`src/tccs_pkg.sv`:
```
// shared constants and types for the text console with cursor and scroll
package tccs_pkg;

	localparam int SCREEN_COLS_DEF = 80;
	localparam int SCREEN_ROWS_DEF = 25;

	localparam int COLOR_RESET = 7;

	// request codes
	localparam logic [1:0] REQ_PUT   = 2'd0;
	localparam logic [1:0] REQ_READ  = 2'd1;
	localparam logic [1:0] REQ_CLEAR = 2'd2;

	// character codes
	localparam logic [7:0] CH_BACKSPACE = 8'd8;
	localparam logic [7:0] CH_TAB       = 8'd9;
	localparam logic [7:0] CH_NEWLINE   = 8'd10;
	localparam logic [7:0] CH_RETURN    = 8'd13;
	localparam logic [7:0] CH_BLANK     = 8'd32;

	// mask that rounds a tab stop down to a multiple of 8
	localparam logic [7:0] TAB_MASK = ~8'd7;

	// what a put does to the cell store
	typedef struct packed {
		logic       wr_en;
		logic [4:0] wr_row;
		logic [6:0] wr_col;
		logic [7:0] wr_char;
		logic       scroll;
	} put_info_t;

endpackage

```
`src/tccs_cursor.sv`:
```
// cursor register and put-character decode
module tccs_cursor #(
	parameter int SCREEN_COLS = tccs_pkg::SCREEN_COLS_DEF,
	parameter int SCREEN_ROWS = tccs_pkg::SCREEN_ROWS_DEF
) (
	input  logic                clk,
	input  logic                arst_n,
	input  logic                put_en,
	input  logic                clear_en,
	input  logic [7:0]          char_code,
	output logic [4:0]          row,
	output logic [6:0]          col,
	output tccs_pkg::put_info_t info
);

	logic [4:0] row_q;
	logic [6:0] col_q;
	logic [7:0] col_x;
	logic [5:0] row_x;
	logic       is_bs;

	always_comb begin
		info.wr_en   = 1'b0;
		info.wr_row  = row_q;
		info.wr_col  = col_q;
		info.wr_char = char_code;
		info.scroll  = 1'b0;
		col_x        = {1'b0, col_q};
		row_x        = {1'b0, row_q};
		is_bs        = 1'b0;
		case (char_code)
			tccs_pkg::CH_NEWLINE: begin
				col_x = 8'd0;
				row_x = {1'b0, row_q} + 6'd1;
			end
			tccs_pkg::CH_RETURN: begin
				col_x = 8'd0;
			end
			tccs_pkg::CH_BACKSPACE: begin
				is_bs = 1'b1;
				if (col_q != 7'd0) begin
					col_x        = {1'b0, col_q} - 8'd1;
					info.wr_en   = 1'b1;
					info.wr_col  = col_q - 7'd1;
					info.wr_char = tccs_pkg::CH_BLANK;
				end else if (row_q != 5'd0) begin
					row_x        = {1'b0, row_q} - 6'd1;
					col_x        = 8'(SCREEN_COLS - 1);
					info.wr_en   = 1'b1;
					info.wr_row  = row_q - 5'd1;
					info.wr_col  = 7'(SCREEN_COLS - 1);
					info.wr_char = tccs_pkg::CH_BLANK;
				end
			end
			tccs_pkg::CH_TAB: begin
				col_x = ({1'b0, col_q} + 8'd8) & tccs_pkg::TAB_MASK;
			end
			default: begin
				info.wr_en = 1'b1;
				col_x      = {1'b0, col_q} + 8'd1;
			end
		endcase
		// wrap at row end, scroll past the last row (never after backspace)
		if (!is_bs && col_x >= 8'(SCREEN_COLS)) begin
			col_x = 8'd0;
			row_x = row_x + 6'd1;
		end
		if (!is_bs && row_x >= 6'(SCREEN_ROWS)) begin
			info.scroll = 1'b1;
			row_x       = 6'(SCREEN_ROWS - 1);
		end
	end

	always_ff @(posedge clk or negedge arst_n) begin
		if (!arst_n) begin
			row_q <= 5'd0;
			col_q <= 7'd0;
		end else if (clear_en) begin
			row_q <= 5'd0;
			col_q <= 7'd0;
		end else if (put_en) begin
			row_q <= row_x[4:0];
			col_q <= col_x[6:0];
		end
	end

	assign row = row_q;
	assign col = col_q;

endmodule

```
`config.mk`:
```
export PLATFORM = sky130hd
export DESIGN_NAME = tccs_cursor
export DESIGN_NICKNAME = d
export VERILOG_FILES = /design/src/tccs_pkg.sv /design/src/tccs_cursor.sv
export SDC_FILE = /design/constraint.sdc
export NUM_CORES = 1
export LEC_CHECK = 0
export BUFFER_PORTS_ARGS = -buffer_cell sky130_fd_sc_hd__buf_2
export CORE_MARGIN = 5
export CORE_UTILIZATION = 34
export DETAILED_ROUTE_END_ITERATION = 10
export MAX_ROUTING_LAYER = met4
export PLACE_DENSITY_LB_ADDON = 0.08
export SLEW_MARGIN = 20
export SYNTH_ARGS = -nofsm -noshare
export SYNTH_HDL_FRONTEND = slang
export SYNTH_SLANG_ARGS = --single-unit
```
`constraint.sdc`:
```
create_clock -name clk -period 3.3 [get_ports clk]
set_input_delay 0.33 -clock clk [delete_from_list [all_inputs] [get_ports clk]]
set_output_delay 0.33 -clock clk [all_outputs]
set_load 0.02 [all_outputs]
```
# Word-level counts from Yosys, hierarchy flattened
# Index checks and enable logic that the tools add are counted.
# Widths: inputs -> output; s select.
[totals]
ram_bits = 0
reg_bits = 12
rom_bits = 0
out_inout_bits = 34
inputBits = 12
memories = 0
latchBits = 0
[op_classes]
eq_ne = 4
n_lt_le_gt_ge = 2
muxes = 21
n_div = 0
bitwise_logic = 0
n_addsub = 8
n_reduce_logical = 8
multipliers = 0
shifts = 0
[ops]
columns = ["op", "count"]
rows = [
  ["$eq 8x4->1 const B", 4],
  ["$mux 7", 4],
  ["$pmux 8 s3", 1],
  ["$mux 21", 1],
  ["$mux 20", 1],
  ["$mux 5", 4],
  ["$mux 6", 3],
  ["$mux 15", 1],
  ["$pmux 6 s2", 1],
  ["$add 7x1->8 const B", 1],
  ["$add 7x4->8 const B", 1],
  ["$ge 8x7->1 const B", 1],
  ["$mux 8", 1],
  ["$sub 7x1->8 const B", 1],
  ["$reduce_bool 7->1", 1],
  ["$sub 7x1->7 const B", 1],
  ["$add 5x1->6 const B", 1],
  ["$add 6x1->6 const B", 1],
  ["$ge 6x5->1 const B", 1],
  ["$sub 5x1->6 const B", 1],
  ["$reduce_bool 5->1", 1],
  ["$sub 5x1->5 const B", 1],
  ["$mux 1", 3],
  ["$reduce_or 3->1", 1],
  ["5 further kinds", 6],
]

# Depth between registers and ports, before layout
# Gate-level depths: netlist (run 1).
[logic_depth]
word_depth = 12
depth_mapped = 14
mapped_depth_nobuf = 14

# Worst setup path before layout (run 1)
# No wires, ideal clock.
[synth_path]
path_kind = "flip-flop to output port"
startpoint = "reg col_q[1], in the netlist col[1]"
endpoint = "out info[0] (netlist bit)"
arrival_time_ns = 3.081
setup_slack_ns = -0.111
required_time_ns = 2.970
stages_incl_launch_ff = 14
path_cell_list = "dfrtp_1 -> inv_1 -> ha_1 -> or3b_4 -> nor3_4 -> o21a_1 -> xnor2_1 -> inv_2 -> ha_1 -> o2111ai_1 -> a21oi_1 -> o211ai_1 -> and2_4 -> nor2_1"
[synth_lines]
columns = ["item", "line", "text"]
rows = [
  ["start, declared", "tccs_cursor.sv:17", "logic [6:0] col_q;"],
  ["start signal, assigned", "tccs_cursor.sv:83", "col_q <= col_x[6:0];"],
  ["end, declared", "tccs_cursor.sv:13", "output tccs_pkg::put_info_t info"],
]

==> impl_results.md, run 1 <==
- Antenna Nets Post-Route: 0
- Status: complete, but fails checks
- Core Util, Final: a little under half
- Most common cell after layout, fill and taps aside: buf_4
- Synth cell types: 78
- Share of cells above drive strength 1: between 40% and 50%
- Vias in the first global route: 2263
- Async S/R FF share, synth: 100%
- Worst Tran Pin Value: 0.472 ns
- P per Cell Area: 186 nW/um^2
- Worst setup SP type: flop
- Maxcap violations: 0
- Skew-Pair Late Insertion Delay: 0.25 ns
- Initial DRC Count: 94
- Area Overhead vs Synth: 34.8%
- Leakage: 0.00120 uW
- RSZ-0062 raised after global routing: yes
- Num Clock Sinks: 12
- Core ar.: 5820 um^2
- Slew Limit Fails: 0
- Max Fclk: approximately 300 MHz
- Global-route wire length before repair: 11600 um
- CTS tree: yes
- Max Root-Sink Buffers: 2
- Port Buffer Count: 45
- PnR worst setup slack: -0.0243 ns
- Initial antenna violation count: 0
- Finished Cell Area: between 2000 and 3000 um^2
- Sequential element share of the synthesized area: 15.0%
- EDFF count, synth: 0
- Die Y: 86.7 um
- VDD IR max: roughly 0.00016 V
- Syn Area/Cell: 7.44 um^2
- Initial Util: 34.4%
- DRC violations left: 0
- YS warnings: 0
- Clock Pin Slew Worst Setup and Hold Paths: 0.06 ns
- HPWL Detailed: 5540 um
- Area post-placement: 2430 um^2
- Die area: 7520 um^2
- GR Overflow Total: 0
- Post-route minimum period: about 3.3 ns
- Clock Skews: 0.00717 ns
- Diodes inserted: 0
- WL final: 7220 um
- Die width: around 87 um
- Endpoints failing hold: 0
- Data arrival, critical path: approximately 3.0 ns
- Syn Nets: 288
- Placer Congestion: about 0.95
- Root Buffer: clkbuf_8
- GRT Total Usage: 20.1%
- DRT Pass-1 Iters: 4
- FP Rows: 28
- Worst endpoint required time: ~3 ns
- CP Max Fanout: 4
- Setup violators final: 1
- Setup crit end kind: primary output
- Failing checks: negative setup slack
- Slew headroom: slightly below 70%
- Flops & latches, synth: 12
- Syn Inst Count: roughly 270
- H-tree depth: 1
- Top_reg_cell synth: dfrtp_1
- Cell Area, Synth: 2000 um^2
- Vias: 2343
- Most frequent cells in the layout: buf_4 (47), buf_2 (44), nand2_1 (26), nand3_1 (21), a21oi_1 (15)
- TritonCTS Buffers: 3
- I/O pins: 46
- Worst min path class: input port to flop
- Placed insts: 395
- Wire per inst: 17.4 um
- Vias per std cell: 5.63
- Post-Layout Cell Count: around 420
- Nets: 361
- CP Class: flop to primary output
- Final period utilization: 101%
- Largest net degree at the start of global routing: 16
## state kept, by name (all words and copies together), names as in the netlist
signal and count:
row 5, col 7
## through the flow
step / hold slack, ns / TNS [ns] / worst slack (ns) / power, uW
CTS: 0.434 / 0 / 0.00912 / 507
detailed placement: 0.242 / -0.0123 / -0.0123 / 324
floorplan: 0.0344 / 0 / 0.00791 / 259
global route: 0.458 / -0.188 / -0.188 / 534
finish: 0.443 / -0.0243 / -0.0243 / 502
global placement: 0.239 / 0 / 0.0788 / 324
## per-layer routing
metal	track usage (%)	up-vias	routed length, um
li1	-	1145	-
met1	25.0	1123	3230
met2	34.3	62	3600
met3	2.95	13	258
met4	4.67	0	133
met5	-	-	0
## final timing paths
check / start / end / slack (ns) / cells past startpoint
setup / recovery: col[1]$_DFFE_PN0P_ / info[0] / -0.02 / 14
setup reg to reg: col[1]$_DFFE_PN0P_ / row[0]$_DFFE_PN0P_ / 0.20 / 16
hold reg to reg: col[0]$_DFFE_PN0P_ / col[0]$_DFFE_PN0P_ / 0.66 / 2
min in group asynchronous: arst_n / col[0]$_DFFE_PN0P_ / 0.50 / 2
hold / removal: clear_en / col[1]$_DFFE_PN0P_ / 0.44 / 2
max in group asynchronous: arst_n / col[1]$_DFFE_PN0P_ / 2.55 / 2
## worst max-delay path: stages, from the launching register on
cell and delay (ns):
dfrtp_2 0.41, inv_2 0.08, ha_4 0.13, or3b_4 0.39
nor3_4 0.27, o21a_1 0.20, xnor2_2 0.15, inv_2 0.09
ha_4 0.23, o2111ai_2 0.16, a21oi_1 0.09, o211ai_1 0.21
and2_4 0.20, nor2_4 0.03, buf_6 0.12
## repair_timing
action | CTS | global route
pin swaps | 9 | 7
hold endpoints to repair | 12 | 0
endpoints found under the setup margin | 1 | 1
setup buffers | 12 | 4
gates resized for setup | 12 | 4
hold buffers | 1 | 0
## cell type report
class,instances,area (um^2)
timing repair buffer,93,594
fill,631,3120
inverter,13,48.8
sequential,12,302
clock buffer,4,55.1
multi-input combinational,219,1600
tap,75,93.8
## Yosys cell counts, drive strengths merged, types with 4 or more instances
cell	instances	area (um^2)
a21oi	18	93.8
xnor2	10	95.1
buf	9	62.6
nor3b	5	42.5
and3	8	55.1
dfrtp	12	300
inv	13	48.8
ha	7	87.6
nor3	11	71.3
clkbuf	16	67.6
a22oi	5	37.5
o211ai	4	35.0
nand4	7	43.8
nor2	16	67.6
a31oi	7	43.8
o21ai	13	76.3
nand3	22	123
nand2	28	108
## power by group
| part | internal [uW] | switching [uW] |
|---|---|---|
| registers | 150 | 2.91 |
| clock network | 106 | 61.4 |
| logic | 75.5 | 106 |
## cells by family (layout without fill, tap and decap cells)
group	Yosys count	in the layout	share of synthesized area (%)
AND/OR/NAND/NOR	121	121	36.6
multiplexers	5	5	2.63
XOR/XNOR	10	10	4.75
flip-flops	12	12	15.0
buffers and inverters	38	110	8.94
AO/OA/AOI/OAI	76	76	27.6
adder cells (fa/ha/maj)	7	7	4.38
Note: power is estimated with default switching activity, not from simulation.
==> run 2: changes to the inputs <==
--- a/config.mk
+++ b/config.mk
@@ -10,7 +10,7 @@
 export CORE_UTILIZATION = 34
 export DETAILED_ROUTE_END_ITERATION = 10
 export MAX_ROUTING_LAYER = met4
-export PLACE_DENSITY_LB_ADDON = 0.08
+export PLACE_DENSITY = 0.59
 export SLEW_MARGIN = 20
 export SYNTH_ARGS = -nofsm -noshare
 export SYNTH_HDL_FRONTEND = slang
==> run 2 against run 1 <==
Sequential share of layout area up 0.13 points. Critical path depth unchanged. Routed wire length down 3.4%. Fmax down 2.8%. Non-clock buffer count down 8. Utilization down 0.54 points. Via count about the same. Critical endpoint unchanged. Design area down 1.2%. Sequential power about the same. The flow still finishes with violations (negative setup slack). Clock-buffer cell count unchanged. Flip-flop and latch count unchanged.
==> impl_results.md, run 2 (synthesis results as in run 1) <==
- Status: complete, but fails checks (unchanged)
- Failing checks: negative setup slack (unchanged)
- Most frequent cells in the layout: buf_2 (44), buf_4 (38), nand2_1 (26), nand3_1 (21) (was buf_4 (47), buf_2 (44), nand2_1 (26), nand3_1 (21), a21oi_1 (15))
- Setup crit end kind: primary output (unchanged)
- R2r endpoint: row[0]$_DFFE_PN0P_ (unchanged)
- HPWL Detailed: 5220 um (was 5540 um)
- Data arrival, critical path: 3.09 ns (was 2.99 ns)
- Num Clock Sinks: 12 (unchanged)
- Share of cells above drive strength 1: 39.9% (was 41.1%)
- Maxcap violations: 0 (unchanged)
- CTS tree: yes (unchanged)
- VDD IR max: 0.000227 V (was 0.000155 V)
- Endpoints failing hold: 0 (unchanged)
- Worst endpoint required time: 2.97 ns (about the same)
- Initial DRC Count: 99 (was 94)
- Post-Layout Cell Count: 408 (was 416)
- GRT Total Usage: 18.8% (was 20.1%)
- Flip-flop count of the largest register after layout: 7 (unchanged)
- Reg-to-reg startpoint: col[1]$_DFFE_PN0P_ (unchanged)
- Placer Congestion: 0.942 (was 0.953)
- Core Util, Final: 45.8% (was 46.4%)
- Post-route minimum period: 3.42 ns (was 3.32 ns)
- Setup_tns: -0.121 ns (was -0.0243 ns)
- Fillcell total: 617 (was 631)
- Register Area: 302 um^2 (unchanged)
- Critical Path Source: col[1]$_DFFE_PN0P_ (unchanged)
- PnR worst setup slack: -0.121 ns (was -0.0243 ns)
- Die area: 7520 um^2 (unchanged)
- CP Class: flop to primary output (unchanged)
- Worst Tran Pin Value: 0.584 ns (was 0.472 ns)
- Multi-input gate area: 1630 um^2 (was 1600 um^2)
- Worst r2r path cells: 16 (unchanged)
- Max Root-Sink Buffers: 2 (unchanged)
- Core ar.: 5820 um^2 (unchanged)
- Setup violators final: 1 (unchanged)
- Vias per std cell: 5.75 (was 5.63)
- FP Rows: 28 (unchanged)
- Initial antenna violation count: 0 (unchanged)
- Global-route wire length before repair: 11100 um (was 11600 um)
- Diodes inserted: 0 (unchanged)
- Skew-Pair Late Insertion Delay: 0.25 ns (about the same)
- Vias: 2344 (was 2343)
- Die Y: 86.7 um (unchanged)
- Initial Util: 34.4% (unchanged)
- WL final: 6970 um (was 7220 um)
- Slew Limit Fails: 0 (unchanged)
- Die width: 86.7 um (unchanged)
- Nets: 353 (was 361)
- Largest net degree at the start of global routing: 16 (unchanged)
- Clock Skews: 0.00119 ns (was 0.00717 ns)
- CP endpoint: info[0] (unchanged)
- RSZ-0062 raised after global routing: yes (unchanged)
- Worst setup SP type: flop (unchanged)
- Slew headroom: 60.7% (was 68.3%)
- Finished Cell Area: 2670 um^2 (was 2700 um^2)
- H-tree depth: 1 (unchanged)
- R2R Setup Slk: 0.10 ns (was 0.20 ns)
- Most common cell after layout, fill and taps aside: buf_2 (was buf_4)
- P per Cell Area: 185 nW/um^2 (was 186 nW/um^2)
- Max Fclk: 292 MHz (was 301 MHz)
- Antenna Nets Post-Route: 0 (unchanged)
- Vias in the first global route: 2214 (was 2263)
- Placed insts: 393 (was 395)
- Total design power: 494 uW (was 502 uW)
- I/O pins: 46 (unchanged)
- Area Overhead vs Synth: 33.3% (was 34.8%)
- Leakage: 0.00116 uW (was 0.00120 uW)
- Worst min path class: input port to flop (unchanged)
- DRC violations left: 0 (unchanged)
- Wire per inst: 17.1 um (was 17.4 um)
- Root Buffer: clkbuf_8 (unchanged)
- Area post-placement: 2420 um^2 (was 2430 um^2)
- GR Overflow Total: 0 (unchanged)
- CP Max Fanout: 4 (unchanged)
- Port Buffer Count: 45 (unchanged)
- Clock Pin Slew Worst Setup and Hold Paths: 0.06 ns (about the same)
- DRT Pass-1 Iters: 5 (was 4)
- Final period utilization: 104% (was 101%)
- TritonCTS Buffers: 3 (unchanged)
-- run 2: through the flow --
| stage | setup WS (ns) | hold WS [ns] |
|---|---|---|
| 6_report | -0.121 | 0.449 |
| 5_1_grt | -0.259 | 0.458 |
| 4_1_cts | -0.0413 | 0.427 |
| 3_5_place_dp | 0.0164 | 0.233 |
| 3_3_place_gp | 0.0968 | 0.226 |
| 2_1_floorplan | 0.00791 | 0.0344 |
-- run 2: worst max-delay path, stage by stage, from the launching register on --
cell       delay, ns
dfrtp_2         0.40
inv_2           0.08
ha_4            0.13
or3b_4          0.41
nor3_4          0.25
o21a_1          0.19
xnor2_2         0.14
inv_2           0.10
ha_4            0.31
o2111ai_2       0.14
a21oi_2         0.16
o211ai_1        0.13
and2_4          0.21
nor2_4          0.07
buf_6           0.11
-- run 2: what timing repair did --
| item | CTS | global route |
|---|---|---|
| endpoints found under the setup margin | 1 | 3 |
| pin swaps | 7 | 12 |
| resized for setup | 11 | 9 |
| hold buffers | 1 | 0 |
| endpoints found under the hold margin | 12 | 0 |
| setup buffers | 7 | 4 |
-- run 2: routing by layer --
metal	vias to the layer above	track usage (%)	share of wire, %
li1	1124	-	-
met1	1116	23.3	42
met2	90	32.2	50
met3	14	2.00	6.0
met4	0	5.24	2.1
met5	-	-	0
-- run 2: worst min-delay path by stage --
| stage | startpoint | endpoint | slack (ns) | depth (start not counted) |
|---|---|---|---|---|
| 2_1_floorplan | arst_n | col[0]$_DFFE_PN0P_ | 0.03 | 0 |
| 3_3_place_gp | arst_n | col[4]$_DFFE_PN0P_ | 0.23 | 1 |
| 3_5_place_dp | arst_n | col[2]$_DFFE_PN0P_ | 0.23 | 1 |
| 4_1_cts | clear_en | col[1]$_DFFE_PN0P_ | 0.43 | 2 |
| 5_1_grt | clear_en | col[1]$_DFFE_PN0P_ | 0.46 | 2 |
| 6_report | clear_en | col[1]$_DFFE_PN0P_ | 0.45 | 2 |
-- run 2: area by class of cell --
type	count	share of cell area (%)
clock buffers	4	2.06
inverters	13	1.83
multi-input cells	219	61.1
flip-flops and latches	12	11.3
well taps	75	3.52
repair buffers	85	20.2
-- run 2: report_power, final --
part	total [uW]	switching, uW	internal [uW]
Combinational	176	106	70.1
Clock	165	59.7	106
Sequential	153	2.37	150
